File: src/rtl/core/bcpc_pkg.sv
// types, codes and constants shared by the click pattern classifier
`timescale 1ns / 1ps
package bcpc_pkg;

    localparam int MAX_CLICKS = 3;
    localparam int NSLOTS     = MAX_CLICKS + 1;
    localparam int SLOT_IW    = $clog2(NSLOTS);

    localparam int TICK_W  = 32;
    localparam int CFG_W   = 16;
    localparam int CIDX_W  = 3;
    localparam int IDATA_W = 32;
    localparam int ODATA_W = 8;

    typedef enum logic [1:0] {
        REQ_PRESS   = 2'd0,
        REQ_RELEASE = 2'd1,
        REQ_POLL    = 2'd2
    } t_req_type;

    typedef enum logic [1:0] {
        SLOT_REL   = 2'd0,
        SLOT_CLICK = 2'd1,
        SLOT_LONG  = 2'd2,
        SLOT_VLONG = 2'd3
    } t_slot;

    typedef enum logic [2:0] {
        RES_RELEASED   = 3'd0,
        RES_PROCESSING = 3'd1,
        RES_CLICK      = 3'd2,
        RES_LONG       = 3'd3,
        RES_VLONG      = 3'd4,
        RES_DOUBLE     = 3'd5,
        RES_TRIPLE     = 3'd6,
        RES_UNKNOWN    = 3'd7
    } t_click_res;

    typedef enum logic [CIDX_W-1:0] {
        CFG_MIN_PAUSE      = 3'd0,
        CFG_CLICK_MIN      = 3'd1,
        CFG_LONG_MIN       = 3'd2,
        CFG_VERY_LONG_MIN  = 3'd3,
        CFG_SOFT_RESET_MIN = 3'd4,
        CFG_MAX_PAUSE      = 3'd5
    } t_cfg_index;

    typedef struct packed {
        logic [CFG_W-1:0] min_pause;
        logic [CFG_W-1:0] click_min;
        logic [CFG_W-1:0] long_min;
        logic [CFG_W-1:0] very_long_min;
        logic [CFG_W-1:0] soft_reset_min;
        logic [CFG_W-1:0] max_pause;
    } t_cfg;

    typedef struct packed {
        logic       result_valid;
        t_click_res click_result;
        logic       reset_request;
    } t_res;

endpackage

File: src/rtl/core/bcpc_cfg.sv
// configuration register file
`timescale 1ns / 1ps
module bcpc_cfg
    import bcpc_pkg::*;
(
    input  logic              i_clk,
    input  logic              i_rst_n,
    input  logic              i_cfg_valid,
    output logic              o_cfg_ready,
    input  logic [CIDX_W-1:0] i_cfg_index,
    input  logic [CFG_W-1:0]  i_cfg_data,
    output t_cfg              o_cfg
);

    t_cfg r_cfg;
    t_cfg n_cfg;

    assign o_cfg_ready = 1'b1;
    assign o_cfg       = r_cfg;

    always_comb begin
        n_cfg = r_cfg;
        if (i_cfg_valid) begin
            case (t_cfg_index'(i_cfg_index))
                CFG_MIN_PAUSE:      n_cfg.min_pause      = i_cfg_data;
                CFG_CLICK_MIN:      n_cfg.click_min      = i_cfg_data;
                CFG_LONG_MIN:       n_cfg.long_min       = i_cfg_data;
                CFG_VERY_LONG_MIN:  n_cfg.very_long_min  = i_cfg_data;
                CFG_SOFT_RESET_MIN: n_cfg.soft_reset_min = i_cfg_data;
                CFG_MAX_PAUSE:      n_cfg.max_pause      = i_cfg_data;
                default:            n_cfg = r_cfg;
            endcase
        end
    end

    always_ff @(posedge i_clk) begin
        if (!i_rst_n) begin
            r_cfg.min_pause      <= CFG_W'(50);
            r_cfg.click_min      <= CFG_W'(50);
            r_cfg.long_min       <= CFG_W'(800);
            r_cfg.very_long_min  <= CFG_W'(2000);
            r_cfg.soft_reset_min <= CFG_W'(8000);
            r_cfg.max_pause      <= CFG_W'(400);
        end else begin
            r_cfg <= n_cfg;
        end
    end

endmodule

File: src/rtl/core/bcpc_step.sv
// edge debounce, duration classification, slot store and pattern match
`timescale 1ns / 1ps
module bcpc_step
    import bcpc_pkg::*;
(
    input  logic              i_clk,
    input  logic              i_rst_n,
    input  t_cfg              i_cfg,
    input  logic              i_fire,
    input  logic [1:0]        i_req_type,
    input  logic [TICK_W-1:0] i_now_tick,
    output t_res              o_res
);

    logic [TICK_W-1:0]  r_press_time;
    logic [TICK_W-1:0]  r_release_time;
    t_slot              r_slots [NSLOTS];
    logic [SLOT_IW-1:0] r_count;

    logic [TICK_W-1:0]  n_press_time;
    logic [TICK_W-1:0]  n_release_time;
    t_slot              n_slots [NSLOTS];
    logic [SLOT_IW-1:0] n_count;

    logic [TICK_W-1:0] dur;
    logic [TICK_W-1:0] since_rel;
    logic              gap_ok;
    t_slot             code;
    t_click_res        match;
    t_res              res;

    assign dur       = i_now_tick - r_press_time;
    assign since_rel = i_now_tick - r_release_time;
    assign gap_ok    = since_rel >= TICK_W'(i_cfg.min_pause);

    always_comb begin
        if (dur < TICK_W'(i_cfg.long_min)) begin
            code = SLOT_CLICK;
        end else if (dur < TICK_W'(i_cfg.very_long_min)) begin
            code = SLOT_LONG;
        end else if (dur < TICK_W'(i_cfg.soft_reset_min)) begin
            code = SLOT_VLONG;
        end else begin
            code = SLOT_REL;
        end
    end

    always_comb begin
        if (r_slots[0] == SLOT_CLICK && r_slots[1] == SLOT_REL) begin
            match = RES_CLICK;
        end else if (r_slots[0] == SLOT_LONG && r_slots[1] == SLOT_REL) begin
            match = RES_LONG;
        end else if (r_slots[0] == SLOT_VLONG && r_slots[1] == SLOT_REL) begin
            match = RES_VLONG;
        end else if (r_slots[0] == SLOT_CLICK && r_slots[1] == SLOT_CLICK
                     && r_slots[2] == SLOT_REL) begin
            match = RES_DOUBLE;
        end else if (r_slots[0] == SLOT_CLICK && r_slots[1] == SLOT_CLICK
                     && r_slots[2] == SLOT_CLICK && r_slots[3] == SLOT_REL) begin
            match = RES_TRIPLE;
        end else begin
            match = RES_UNKNOWN;
        end
    end

    always_comb begin
        n_press_time   = r_press_time;
        n_release_time = r_release_time;
        n_slots        = r_slots;
        n_count        = r_count;
        res            = '{result_valid: 1'b0, click_result: RES_RELEASED,
                           reset_request: 1'b0};
        case (t_req_type'(i_req_type))
            REQ_PRESS: begin
                if (dur >= TICK_W'(i_cfg.min_pause) && gap_ok) begin
                    n_press_time = i_now_tick;
                end
            end
            REQ_RELEASE: begin
                if (gap_ok && r_press_time != '0
                    && dur >= TICK_W'(i_cfg.click_min)) begin
                    n_release_time = i_now_tick;
                    if (r_count < SLOT_IW'(MAX_CLICKS)) begin
                        if (code != SLOT_REL) begin
                            n_slots[r_count] = code;
                            n_count          = r_count + 1'b1;
                        end else begin
                            res.reset_request = 1'b1;
                        end
                    end
                end
            end
            REQ_POLL: begin
                res.result_valid = 1'b1;
                if (r_release_time < r_press_time) begin
                    res.click_result = RES_PROCESSING;
                end else if (r_count == '0) begin
                    res.click_result = RES_RELEASED;
                end else if (since_rel < TICK_W'(i_cfg.max_pause)) begin
                    res.click_result = RES_PROCESSING;
                end else begin
                    res.click_result = match;
                    for (int i = 0; i < NSLOTS; i++) begin
                        n_slots[i] = SLOT_REL;
                    end
                    n_count = '0;
                end
            end
            default: begin
                n_count = r_count;
            end
        endcase
    end

    assign o_res = res;

    always_ff @(posedge i_clk) begin
        if (!i_rst_n) begin
            r_press_time   <= '0;
            r_release_time <= '0;
            r_count        <= '0;
            for (int i = 0; i < NSLOTS; i++) begin
                r_slots[i] <= SLOT_REL;
            end
        end else if (i_fire) begin
            r_press_time   <= n_press_time;
            r_release_time <= n_release_time;
            r_count        <= n_count;
            r_slots        <= n_slots;
        end
    end

endmodule

File: src/rtl/core/bcpc_out.sv
// result register toward the output stream
`timescale 1ns / 1ps
module bcpc_out
    import bcpc_pkg::*;
(
    input  logic               i_clk,
    input  logic               i_rst_n,
    input  logic               i_load,
    input  t_res               i_res,
    output logic               o_free,
    output logic               o_m_axis_tvalid,
    input  logic               i_m_axis_tready,
    output logic [ODATA_W-1:0] o_m_axis_tdata,
    output logic [0:0]         o_m_axis_tuser
);

    logic r_valid;
    logic n_valid;
    t_res r_res;

    assign o_free = !r_valid || i_m_axis_tready;

    always_comb begin
        n_valid = r_valid;
        if (i_load) begin
            n_valid = 1'b1;
        end else if (i_m_axis_tready) begin
            n_valid = 1'b0;
        end
    end

    always_ff @(posedge i_clk) begin
        if (!i_rst_n) begin
            r_valid <= 1'b0;
        end else begin
            r_valid <= n_valid;
        end
    end

    always_ff @(posedge i_clk) begin
        if (i_load) begin
            r_res <= i_res;
        end
    end

    assign o_m_axis_tvalid = r_valid;
    assign o_m_axis_tdata  = {4'b0000, r_res.reset_request, r_res.click_result};
    assign o_m_axis_tuser  = r_res.result_valid;

endmodule

File: src/rtl/core/button_click_pattern_classifier.sv
// top level of the button click pattern classifier
`timescale 1ns / 1ps
// Takes one timestamped press, release or poll transfer per clock and returns
// exactly one result transfer for each, in order. An input transfer lands in
// an input register; once the output side is free, the debounce, duration
// classification, slot store update and pattern match run in one pass and
// the result is loaded into the output register. Sustained throughput is one
// item per cycle, limited only by the output side taking results.
// Configuration writes are always accepted and should be made while no item
// is in flight.
module button_click_pattern_classifier
    import bcpc_pkg::*;
(
    input  logic               i_clk,
    input  logic               i_rst_n,
    input  logic               i_s_axis_tvalid,
    output logic               o_s_axis_tready,
    input  logic [IDATA_W-1:0] i_s_axis_tdata,  // [31:0] now_tick
    input  logic [1:0]         i_s_axis_tuser,  // [1:0] req_type
    output logic               o_m_axis_tvalid,
    input  logic               i_m_axis_tready,
    output logic [ODATA_W-1:0] o_m_axis_tdata,  // [2:0] click_result, [3] reset_request
    output logic [0:0]         o_m_axis_tuser,  // [0] result_valid
    input  logic               i_cfg_valid,
    output logic               o_cfg_ready,
    input  logic [CIDX_W-1:0]  i_cfg_index,
    input  logic [CFG_W-1:0]   i_cfg_data
);

    t_cfg              cfg;
    t_res              res;
    logic              out_free;
    logic              advance;
    logic              r_in_valid;
    logic              n_in_valid;
    logic [1:0]        r_req_type;
    logic [TICK_W-1:0] r_now_tick;

    assign advance         = r_in_valid && out_free;
    assign o_s_axis_tready = !r_in_valid || out_free;

    always_comb begin
        n_in_valid = r_in_valid;
        if (i_s_axis_tvalid && o_s_axis_tready) begin
            n_in_valid = 1'b1;
        end else if (advance) begin
            n_in_valid = 1'b0;
        end
    end

    always_ff @(posedge i_clk) begin
        if (!i_rst_n) begin
            r_in_valid <= 1'b0;
        end else begin
            r_in_valid <= n_in_valid;
        end
    end

    always_ff @(posedge i_clk) begin
        if (i_s_axis_tvalid && o_s_axis_tready) begin
            r_req_type <= i_s_axis_tuser;
            r_now_tick <= i_s_axis_tdata;
        end
    end

    bcpc_cfg u_cfg (
        .i_clk       (i_clk),
        .i_rst_n     (i_rst_n),
        .i_cfg_valid (i_cfg_valid),
        .o_cfg_ready (o_cfg_ready),
        .i_cfg_index (i_cfg_index),
        .i_cfg_data  (i_cfg_data),
        .o_cfg       (cfg)
    );

    bcpc_step u_step (
        .i_clk      (i_clk),
        .i_rst_n    (i_rst_n),
        .i_cfg      (cfg),
        .i_fire     (advance),
        .i_req_type (r_req_type),
        .i_now_tick (r_now_tick),
        .o_res      (res)
    );

    bcpc_out u_out (
        .i_clk           (i_clk),
        .i_rst_n         (i_rst_n),
        .i_load          (advance),
        .i_res           (res),
        .o_free          (out_free),
        .o_m_axis_tvalid (o_m_axis_tvalid),
        .i_m_axis_tready (i_m_axis_tready),
        .o_m_axis_tdata  (o_m_axis_tdata),
        .o_m_axis_tuser  (o_m_axis_tuser)
    );

endmodule
File: config.mk
export PLATFORM = sky130hd
export DESIGN_NAME = button_click_pattern_classifier
export DESIGN_NICKNAME = d
export VERILOG_FILES = /design/src/rtl/core/bcpc_pkg.sv /design/src/rtl/core/bcpc_cfg.sv /design/src/rtl/core/bcpc_step.sv /design/src/rtl/core/bcpc_out.sv /design/src/rtl/core/button_click_pattern_classifier.sv
export SDC_FILE = /design/constraint.sdc
export NUM_CORES = 1
export LEC_CHECK = 0
export BUFFER_PORTS_ARGS = -buffer_cell sky130_fd_sc_hd__buf_2
export CAP_MARGIN = 15
export CORE_UTILIZATION = 40
export CTS_CLUSTER_DIAMETER = 80
export CTS_CLUSTER_SIZE = 10
export DETAILED_ROUTE_END_ITERATION = 8
export GPL_TIMING_DRIVEN = 0
export SYNTH_ARGS = -nofsm -noshare
export SYNTH_HDL_FRONTEND = slang
export SYNTH_SLANG_ARGS = --single-unit
export TNS_END_PERCENT = 1
File: constraint.sdc
create_clock -name i_clk -period 6.4 [get_ports i_clk]
set_clock_uncertainty 0.1 [all_clocks]
set_input_delay 0.64 -clock i_clk [delete_from_list [all_inputs] [get_ports i_clk]]
set_output_delay 0.64 -clock i_clk [all_outputs]
set_load 0.02 [all_outputs]
==> results of run 1 <==
power by group through the flow:
stage	registers [uW]	clock network [uW]	logic, uW
after detailed placement	1460	0	927
final	1430	1400	946
after CTS	1430	1430	935
after global placement	1460	0	905
after global routing	1440	1490	1050
after floorplan	1450	0	635
per-layer routing:
| metal | up-vias | routed length, um |
|---|---|---|
| met5 | - | 0 |
| met3 | 71 | 2280 |
| met4 | 0 | 1230 |
| met2 | 385 | 22600 |
| li1 | 7243 | - |
| met1 | 6796 | 22700 |
final cells by class:
| class | instances | area [um2] | area share |
|---|---|---|---|
| clock inverter | 6 | 37.5 | 0.00217 |
| timing repair buffer | 67 | 358 | 0.0207 |
| sequential | 211 | 4610 | 0.267 |
| multi-input combinational | 1479 | 9820 | 0.568 |
| inverter | 181 | 679 | 0.0393 |
| clock buffer | 39 | 762 | 0.0441 |
| buffer | 86 | 364 | 0.0211 |
| tap | 511 | 639 | 0.0370 |
registers in the layout, summed over array words and instances, names as in the netlist, 2 cells and up:
name,count
u_cfg.o_cfg,96
r_now_tick,32
u_step.r_press_time,32
u_step.r_release_time,32
u_step.r_slots,8
u_out.o_m_axis_tdata,4
r_req_type,2
u_step.r_count,2
cell families after synthesis:
group | after synthesis | synth area share
AO/OA/AOI/OAI | 622 | 0.254
XOR/XNOR | 37 | 0.0210
adder cells (fa/ha/maj) | 210 | 0.171
buffers and inverters | 267 | 0.0675
flip-flops | 211 | 0.299
multiplexers | 8 | 0.00526
other | 2 | 0.000486
AND/OR/NAND/NOR | 597 | 0.182
cell usage in the layout (no fill, tap or decap), drive strengths merged, types with 20 or more instances in the layout:
cell type  instances
nand2            262
a21oi            250
ha               208
inv              183
dfxtp            172
o21ai            127
buf               96
clkbuf            96
nand3             89
nor2              80
a21o              60
edfxtp            39
o211ai            37
nand4             35
xnor2             26
nor3              26
nor4              24
o21a              20
repair_timing:
action / in CTS / in global routing
pin swaps: 0 / 1
buffers inserted: 0 / 1
endpoints found under the hold margin: 0 / 0
gates resized for setup: 2 / 1
setup endpoints to repair: 10 / 9
worst paths after layout:
| kind | from | cells past startpoint | endpoint |
|---|---|---|---|
| setup / recovery | r_now_tick[4]$_DFFE_PP_ | 21 | u_step.r_slots[5]$_SDFFE_PN0P_ |
| hold / removal | i_s_axis_tdata[5] | 1 | r_now_tick[5]$_DFFE_PP_ |
| setup reg to reg | r_now_tick[4]$_DFFE_PP_ | 21 | u_step.r_slots[5]$_SDFFE_PN0P_ |
| hold reg to reg | u_cfg.o_cfg[32]$_SDFFE_PN0P_ | 2 | u_cfg.o_cfg[32]$_SDFFE_PN0P_ |
through the flow:
stage,setup WS (ns),util
CTS,0.0974,0.456
finish,0.428,0.456
global route,0.0596,0.456
floorplan,1.76,-
global placement,-0.202,0.434
detailed placement,-0.330,0.435
==> metrics.yaml, run 1 <==
cts:
  cts_tree: "yes"
  cts-root-buf: "clkbuf_16"
  clock_sinks: 211
  path_clk_slew_ns: 0.06
  clock_latency_ns: 0.55
  ctsHoldBuffers: 0
  numCtsBuffers: 27
  cts.path.max_buffers: 3
  htree_levels: 1
sta:
  setup_viol: 0
  hold_ws_ns: 0.163
  rsz0062_at_grt: "no"
  setup_tns_ns: 0
  finalCritPeriodShare: 0.933
  fmax_ghz: 0.167
  fin_crit_ns: 5.97
  slew_viol_final: 0
  finalHoldViolCount: 0
  worst_pin_slew_ns: 0.826
  relSlewSlack: 0.435
setup_path:
  ff2ff_setup_slack_ns: 0.43
  crit_path_max_incr_delay_ns: 0.48
  path_buf_inv: 1
  crit_family: "compound AO/OA/AOI/OAI gates"
  worst_setup_path_end_kind: "flop"
  critPathSlowestCell: "edfxtp_1"
  crit_chain: "ha_1, and2_1, a221oi_2, nand2_1, a31oi_1, o21bai_1, a21oi_1, xnor2_1, ha_1, a21o_1, a21o_1, a21oi_1, nor2_1, a211oi_1, a211oi_1, nor4b_2, buf_4, nand3_1, o31ai_2, a21oi_2, a221o_1"
  cp.arrival_ns: 6.30
  start_kind: "flop"
  crit_type: "flop to flop"
  worstPathRequired_ns: 6.73
  path_max_fanout: 8
synth:
  avgSynthCellArea_um2: 7.91
  synth_edf_count: 39
  netlist_instances: 1954
  synth_area_leaders: "dfxtp_1, ha_1, a21oi_1"
  synth_top_area_share: 0.223
  synth_top_cell_by_area: "dfxtp_1"
  ys_ff_latch: 211
  syn-cell-area_um2: 15500
  synth.distinct_cells: 83
  synthTopCellsByCount: "nand2_1, a21oi_1, ha_1"
  yosysWarnings: 0
  yosysMostFrequentCell: "nand2_1"
  async_flop_share: 0
  synthFlopType: "dfxtp_1"
  ys_seq_area_frac: 0.299
global_route:
  grt_overflow: 0
  gr-usage-met1: 0.329
  grt_use_met2: 0.423
  grt_max_degree: 35
  grt_pass1_wl_mm: 75.8
  grt_antenna_before_repair: 0
  busiest_layer: "met2"
  grt_pass1_vias: 14100
  grt_util_met3: 0.0241
  grt_use_total: 0.247
route:
  drtIter0Drc: 969
  vias: 14500
  drc: 0
  ant_nets: 0
  wl_mm: 48.8
  avgViaCountPerCell: 5.62
  dr.pass1.iters: 5
  wl_per_cell_um: 18.9
final_layout:
  final_cell_count_no_fill: 2580
  n_antenna_cell: 0
  fin_nets: 2321
  design_area_um2: 17300
  drive_above_1_share: 0.0744
  fillers: 3858
  area_growth_pct: 11.8
power_and_ir_drop:
  combinationalPowerShare: 0.250
  internal_power_uw: 2550
  seq_power_share: 0.379
  pwr-share-clk: 0.371
  power_uw: 3780
  ir_drop_v: 0.000214
  cellPowerDensity_nw_per_um2: 219
  cellLeakagePower_uw: 0.00664
  switching_power_uw: 1230
  p_sw_frac: 0.326
floorplanning:
  die_y_um: 199
  chipWidth_um: 199
  dieArea_um2: 39400
  core_um2: 37800
  row_count: 71
  initial_core_util: 0.408
  boundaryPins: 70
worst_hold_path:
  hold_class: "input port to flop"
place:
  gp_congestion: 0.957
  io_buffers: 63
  place_inst: 2533
  hpwl_mm: 39.6
  placed_area_um2: 16400
flow_run:
  maxCapViolCount: 0
outcome:
  status: "finished clean"
No activity file was read; power rests on OpenSTA's default activity.
==> inputs of run 2 (changes only) <==
CORE_UTILIZATION = 25   (was 40)
==> run 2 against run 1 <==
Effect of this change:
- first-iteration DRC count grew 16%
- via count decreased by 0.57%
- utilization fell by 17 points
- non-clock buffer count is 1 lower
- worst setup slack worse by 0.061 ns
- critical path depth decreased by 3
- global-route usage is 9.5 points lower
- critical endpoint is now u_step.r_slots[4]$_SDFFE_PN0P_
- sequential power barely moved
- design area rose by 2.3%
- sequential cell count unchanged
- register-to-register slack worse by 0.06 ns
==> metrics.yaml, run 2 (same netlist as run 1, synthesis figures left out) <==
route:
  drtIter0Drc: 1127  # +16%
  avgViaCountPerCell: 5.06  # -9.9%
  wl_mm: 48.4  # -0.80%
  vias: 14400  # -0.57%
  ant_nets: 0  # unchanged
  wl_per_cell_um: 17.0  # -10%
  dr.pass1.iters: 6  # +1
  drc: 0  # unchanged
floorplanning:
  initial_core_util: 0.255  # -0.154
  core_um2: 60700  # +60%
  chipWidth_um: 251  # +26%
  row_count: 90  # +27%
  dieArea_um2: 62800  # +59%
  boundaryPins: 70  # unchanged
  die_y_um: 251  # +26%
final_layout:
  drive_above_1_share: 0.0765  # +0.00208
  n_antenna_cell: 0  # unchanged
  final_common_cell: "nand2_1"
  area_growth_pct: 14.3
  utilization: 0.291  # -0.165
  largest_reg_flops: 96  # unchanged
  layout_common_cells: "nand2_1, a21oi_1, ha_1"
  fin_nets: 2321  # unchanged
sta:
  fmax_ghz: 0.166  # -1.0%
  finalHoldViolCount: 0  # unchanged
  relSlewSlack: 0.304  # -0.131
  worst_pin_slew_ns: 1.04  # +0.210 ns
  finalCritPeriodShare: 0.943  # +0.00949
  fin_ws_ns: 0.367  # -0.0607 ns
  rsz0062_at_grt: "no"
  setup_viol: 0  # unchanged
  slew_viol_final: 0  # unchanged
  hold_ws_ns: 0.138  # -0.0249 ns
  fin_crit_ns: 6.03  # +0.0607 ns
global_route:
  grt_use_total: 0.152  # -0.0947
  grt_pass1_wl_mm: 76.0  # +0.32%
  grt_pass1_vias: 13600  # -3.6%
  gr-usage-met1: 0.214  # -0.115
  grt_use_met2: 0.238  # -0.186
  grt_overflow: 0  # unchanged
  grt_antenna_before_repair: 0  # unchanged
  grt_util_met3: 0.0205  # -0.00360
  busiest_layer: "met2"
  grt_max_degree: 33  # -5.7%
flow_run:
  maxCapViolCount: 0  # unchanged
setup_path:
  path_common_cell: "ha_1"
  worst_setup_path_end_kind: "flop"
  cp.arrival_ns: 6.39  # +0.09 ns
  crit_chain: "inv_1, ha_1, fa_1, nand2b_1, a21oi_1, o21bai_1, nand2_1, xor2_1, ha_1, o2111ai_1, a21o_1, a31oi_1, a2bb2oi_1, nor4b_2, nand3_1, o31ai_2, a21oi_2, a221o_1"
  path_max_fanout: 8  # unchanged
  critPathSlowestCell: "xor2_1"
  start_kind: "flop"
  crit_type: "flop to flop"
  crit_path_max_incr_delay_ns: 0.65  # +0.17 ns
  worstPathRequired_ns: 6.76  # +0.03 ns
cts:
  cts_resized: 4  # +2
  cts_tree: "yes"
  path_clk_slew_ns: 0.06  # about the same
  clock_sinks: 211  # unchanged
  post-cts-setup-buffers: 0  # unchanged
  ctsHoldBuffers: 0  # unchanged
  numCtsBuffers: 28  # +3.7%
  cts.path.max_buffers: 3  # unchanged
  cts-root-buf: "clkbuf_16"
  clock_latency_ns: 0.57  # +0.02 ns
  htree_levels: 1  # unchanged
power_and_ir_drop:
  cellPowerDensity_nw_per_um2: 218  # -0.50%
  cellLeakagePower_uw: 0.00667  # +0.45%
  ir_drop_v: 0.000191  # -11%
worst_hold_path:
  hold_class: "input port to flop"
place:
  gp_congestion: 0.951  # -0.71%
  place_ws_ns: -0.128  # +0.202 ns
  io_buffers: 63  # unchanged
  hpwl_mm: 38.8  # -2.0%
outcome:
  status: "finished clean"
[run 2: metal layers]
layer / wire, um / up-vias
li1: - / 7239
met1: 22900 / 6647
met2: 20700 / 434
met3: 3060 / 92
met4: 1780 / 0
met5: 0 / -
[run 2: power by group]
| group | switching, uW | total (uW) | leakage, uW | internal, uW |
|---|---|---|---|---|
| registers | 39.6 | 1430 | 0.00177 | 1400 |
| clock network | 613 | 1470 | 0.000412 | 862 |
| logic | 604 | 938 | 0.00449 | 334 |
[run 2: path summary, 6_finish.rpt]
path	from	endpoint	slack, ns	depth (start not counted)
worst max-delay path	r_now_tick[0]$_DFFE_PP_	u_step.r_slots[4]$_SDFFE_PN0P_	0.37	18
worst min-delay path	i_s_axis_tdata[7]	r_now_tick[7]$_DFFE_PP_	0.14	1
worst max register to register	r_now_tick[0]$_DFFE_PP_	u_step.r_slots[4]$_SDFFE_PN0P_	0.37	18
worst min register to register	u_cfg.o_cfg[58]$_SDFFE_PN0P_	u_cfg.o_cfg[58]$_SDFFE_PN0P_	0.35	2
[run 2: through the flow]
step / instances / total power (uW) / TNS (ns) / cell area, um2
finish: 2847 / 3850 / 0 / 17700
global route: 2847 / 4050 / 0 / 17700
CTS: 2846 / 3870 / 0 / 17600
detailed placement: 2804 / 2380 / -0.959 / 16800
global placement: 2802 / 2370 / -1.06 / 16800
floorplan: 1957 / 2080 / 0 / 15500
[run 2: final cells by class]
type	instances	area [um2]
Buffer	86	364
Clock buffer	37	797
Clock inverter	5	40.0
Fill cell	6510	43000
Inverter	181	679
Multi-Input combinational cell	1479	9850
Sequential cell	211	4610
Tap cell	782	978
Timing Repair Buffer	66	345
[run 2: worst max-delay path: cells and delay by family (launching register included)]
kind / cells / cell delay (ns)
adder cells (fa/ha/maj): 3 / 0.99
AO/OA/AOI/OAI: 9 / 2.47
flip-flops: 1 / 0.53
XOR/XNOR: 1 / 0.65
AND/OR/NAND/NOR: 4 / 1.04
buffers and inverters: 1 / 0.13
==> inputs of run 3 (changes only) <==
ABC_AREA = 1   (was unset)
CTS_BUF_LIST = sky130_fd_sc_hd__clkbuf_2   (was unset)
SYNTH_HIERARCHICAL = 1   (was unset)
==> run 3 against run 2 <==
Effect of this change:
- routed wire length rose by 2.4%
- register-to-register slack improved by 0.91 ns
- power fell by 14%
- die area rose by 6.0%
- sequential share of layout area fell by 1.3 points
- combinational power rose by 27%
- global-route usage fell by 0.62 points
- utilization fell by 0.27 points
- synthesized cell count rose by 29%
==> metrics.yaml, run 3 <==
outcome:
  status: "finished clean"
sta:
  setup_tns_ns: 0  # unchanged
  worst_pin_slew_ns: 0.881  # -0.155 ns
  setup_viol: 0  # unchanged
  fin_crit_ns: 5.13  # -0.907 ns
  fin_ws_ns: 1.27  # +0.907 ns
  fmax_ghz: 0.195  # +18%
  relSlewSlack: 0.406  # +0.102
  finalHoldViolCount: 0  # unchanged
  slew_viol_final: 0  # unchanged
  finalCritPeriodShare: 0.801  # -0.142
  hold_ws_ns: 0.133  # -0.00532 ns
  rsz0062_at_grt: "no"
worst_hold_path:
  hold_class: "input port to flop"
  min-delay-start: "i_cfg_data[3]"
route:
  avgViaCountPerCell: 4.47  # -12%
  drc: 0  # unchanged
  ant_nets: 0  # unchanged
  wl_mm: 49.5  # +2.4%
  wl_per_cell_um: 14.0  # -18%
  vias: 15800  # +9.7%
  drtIter0Drc: 1133  # +0.53%
  dr.pass1.iters: 5  # -1
global_route:
  grt_pass1_vias: 14400  # +6.2%
  grt_use_total: 0.146  # -0.00619
  grt_pass1_wl_mm: 77.7  # +2.2%
  grt_overflow: 0  # unchanged
  grt_antenna_before_repair: 2  # +2
  grt_max_degree: 25  # -24%
setup_path:
  cp.arrival_ns: 5.79  # -0.60 ns
  crit_start: "r_now_tick[0]$_DFFE_PP_"
  r2r-start: "r_now_tick[0]$_DFFE_PP_"
  start_kind: "flop"
  critPathSlowestCell: "a21boi_0"
  crit_chain: "inv_1, ha_1, fa_1, inv_1, nand2_1, nand3_1, nand2_1, nand2_2, xor2_1, ha_1, nand2_1, inv_1, nand3_1, inv_1, a21oi_1, a21boi_0, nand3_2, nand3_2, nand3_4, nor2_4, buf_6, nand3_1, a21oi_1"
  worstPathRequired_ns: 7.06  # +0.30 ns
  crit_family: "simple AND/OR/NAND/NOR gates"
  path_max_fanout: 10  # +2
  path_buf_inv: 5  # +4
  worst_setup_path_end_kind: "flop"
  path_common_cell: "inv_1"
  crit_type: "flop to flop"
  crit_path_max_incr_delay_ns: 0.66  # about the same
synth:
  synthFlopType: "dfxtp_1"
  syn-cell-area_um2: 16400  # +6.1%
  async_flop_share: 0  # unchanged
  ys_ff_latch: 211  # unchanged
  synthTopCellsByCount: "nand2_1, inv_1, nor2_1"
  yosysMostFrequentCell: "nand2_1"
  synth_edf_count: 39  # unchanged
  synth_top_cell_by_area: "dfxtp_1"
  synth.distinct_cells: 52  # -37%
  synth_area_leaders: "dfxtp_1, nand2_1, ha_1"
  netlist_instances: 2519  # +29%
  yosysWarnings: 6  # +6
  synth_top_area_share: 0.210  # -0.0127
  ys_seq_area_frac: 0.282  # -0.0171
  avgSynthCellArea_um2: 6.51  # -18%
cts:
  clock_sinks: 211  # unchanged
  clock_latency_ns: 0.97  # +0.40 ns
  path_clk_slew_ns: 0.19  # +0.13 ns
  cts_tree: "yes"
  cts_resized: 0  # -4
  post-cts-setup-buffers: 0  # unchanged
  numCtsBuffers: 26  # -7.1%
  cts.path.max_buffers: 3  # unchanged
  cts-root-buf: "clkbuf_2"
  htree_levels: 1  # unchanged
floorplanning:
  core_um2: 64600  # +6.4%
  die_y_um: 258  # +3.0%
  boundaryPins: 70  # unchanged
  dieArea_um2: 66600  # +6.0%
  chipWidth_um: 258  # +3.0%
  initial_core_util: 0.254  # -0.000803
  row_count: 93  # +3.3%
power_and_ir_drop:
  cellLeakagePower_uw: 0.00926  # +39%
  cellPowerDensity_nw_per_um2: 178  # -18%
  ir_drop_v: 0.000123  # -36%
  power_uw: 3320  # -14%
final_layout:
  fin_nets: 2938  # +27%
  final_common_cell: "nand2_1"
  area_growth_pct: 13.6
  largest_reg_flops: 96  # unchanged
  layout_common_cells: "nand2_1, inv_1, nor2_1"
  drive_above_1_share: 0.0786  # +0.00213
  final_cell_count_no_fill: 3539  # +24%
place:
  gp_congestion: 0.937  # -1.4%
  place_inst: 3442  # +23%
  place_ws_ns: 1.43  # +1.56 ns
  hpwl_mm: 40.0  # +3.1%
  io_buffers: 64  # +1.6%
flow_run:
  maxCapViolCount: 0  # unchanged
==> run 3: changes by cell type after synthesis, sizes merged, moves of 18 or more <==
cell and change:
nand2 +462, inv +266, nor2 +219, nand3 +89, a21oi -66, a21o -58
clkbuf -43, o21ai -41, o211ai -35, xnor2 -24, nor4 -20, xor2 +18
==> run 3: final timing paths <==
kind	endpoint	slack, ns	depth (start not counted)
worst max-delay path	u_step/r_slots[3]$_SDFFE_PN0P_	1.27	23
worst min-delay path	u_cfg/o_cfg[51]$_SDFFE_PN0P_	0.13	5
worst max register to register	u_step/r_slots[3]$_SDFFE_PN0P_	1.27	23
worst min register to register	u_step/r_slots[0]$_SDFFE_PN0P_	0.35	2
==> run 3: cell type report <==
type,instances,area (um2)
Clock inverter,4,48.8
Multi-Input combinational cell,1806,9830
Sequential cell,211,4610
Buffer,57,289
Antenna cell,1,2.50
Timing Repair Buffer,123,921
Clock buffer,34,170
Fill cell,7156,46000
Inverter,448,1680
Tap cell,855,1070
==> run 3: where the power goes <==
| group | switching, uW | internal (uW) | total, uW |
|---|---|---|---|
| sequential | 44.0 | 1410 | 1450 |
| clock | 493 | 184 | 676 |
| combinational | 770 | 421 | 1190 |
| total | 1310 | 2010 | 3320 |
==> run 3: layer usage <==
metal,part of all wire,track usage,up-vias
met5,0.00026,0,-
li1,-,-,8263
met4,0.026,0.0460,2
met3,0.044,0.00982,69
met2,0.45,0.246,385
met1,0.48,0.198,7090
==> run 3: cells by family after synthesis <==
kind of cell | count (synthesis) | synth area share
AOI/OAI and AO/OA | 300 | 0.0976
xor gates and xnor gates | 31 | 0.0166
adders and majority gates | 207 | 0.159
buffers and inverters | 505 | 0.120
DFF | 211 | 0.282
other | 2 | 0.000458
and+or+nand+nor | 1263 | 0.325
==> run 3: metrics by stage <==
step | utilization | cell area [um2]
after CTS | 0.288 | 18600
after floorplan | - | 16400
after detailed placement | 0.276 | 17800
after global placement | 0.275 | 17800
after global routing | 0.288 | 18600
final | 0.288 | 18600
==> run 3: worst reg2reg max path: cells and delay by family, from the launching register on <==
family                     cells  cell delay (ns)
and+or+nand+nor               11             1.30
adders and majority gates      3             1.05
AOI/OAI and AO/OA              3             0.99
xor gates and xnor gates       1             0.59
DFF                            1             0.47
buffers and inverters          5             0.46
==> run 3: repair_timing <==
action                                  4_1_cts  5_1_grt
hold buffers                                 58        0
hold endpoints to repair                    103        0
endpoints found under the setup margin        0        0
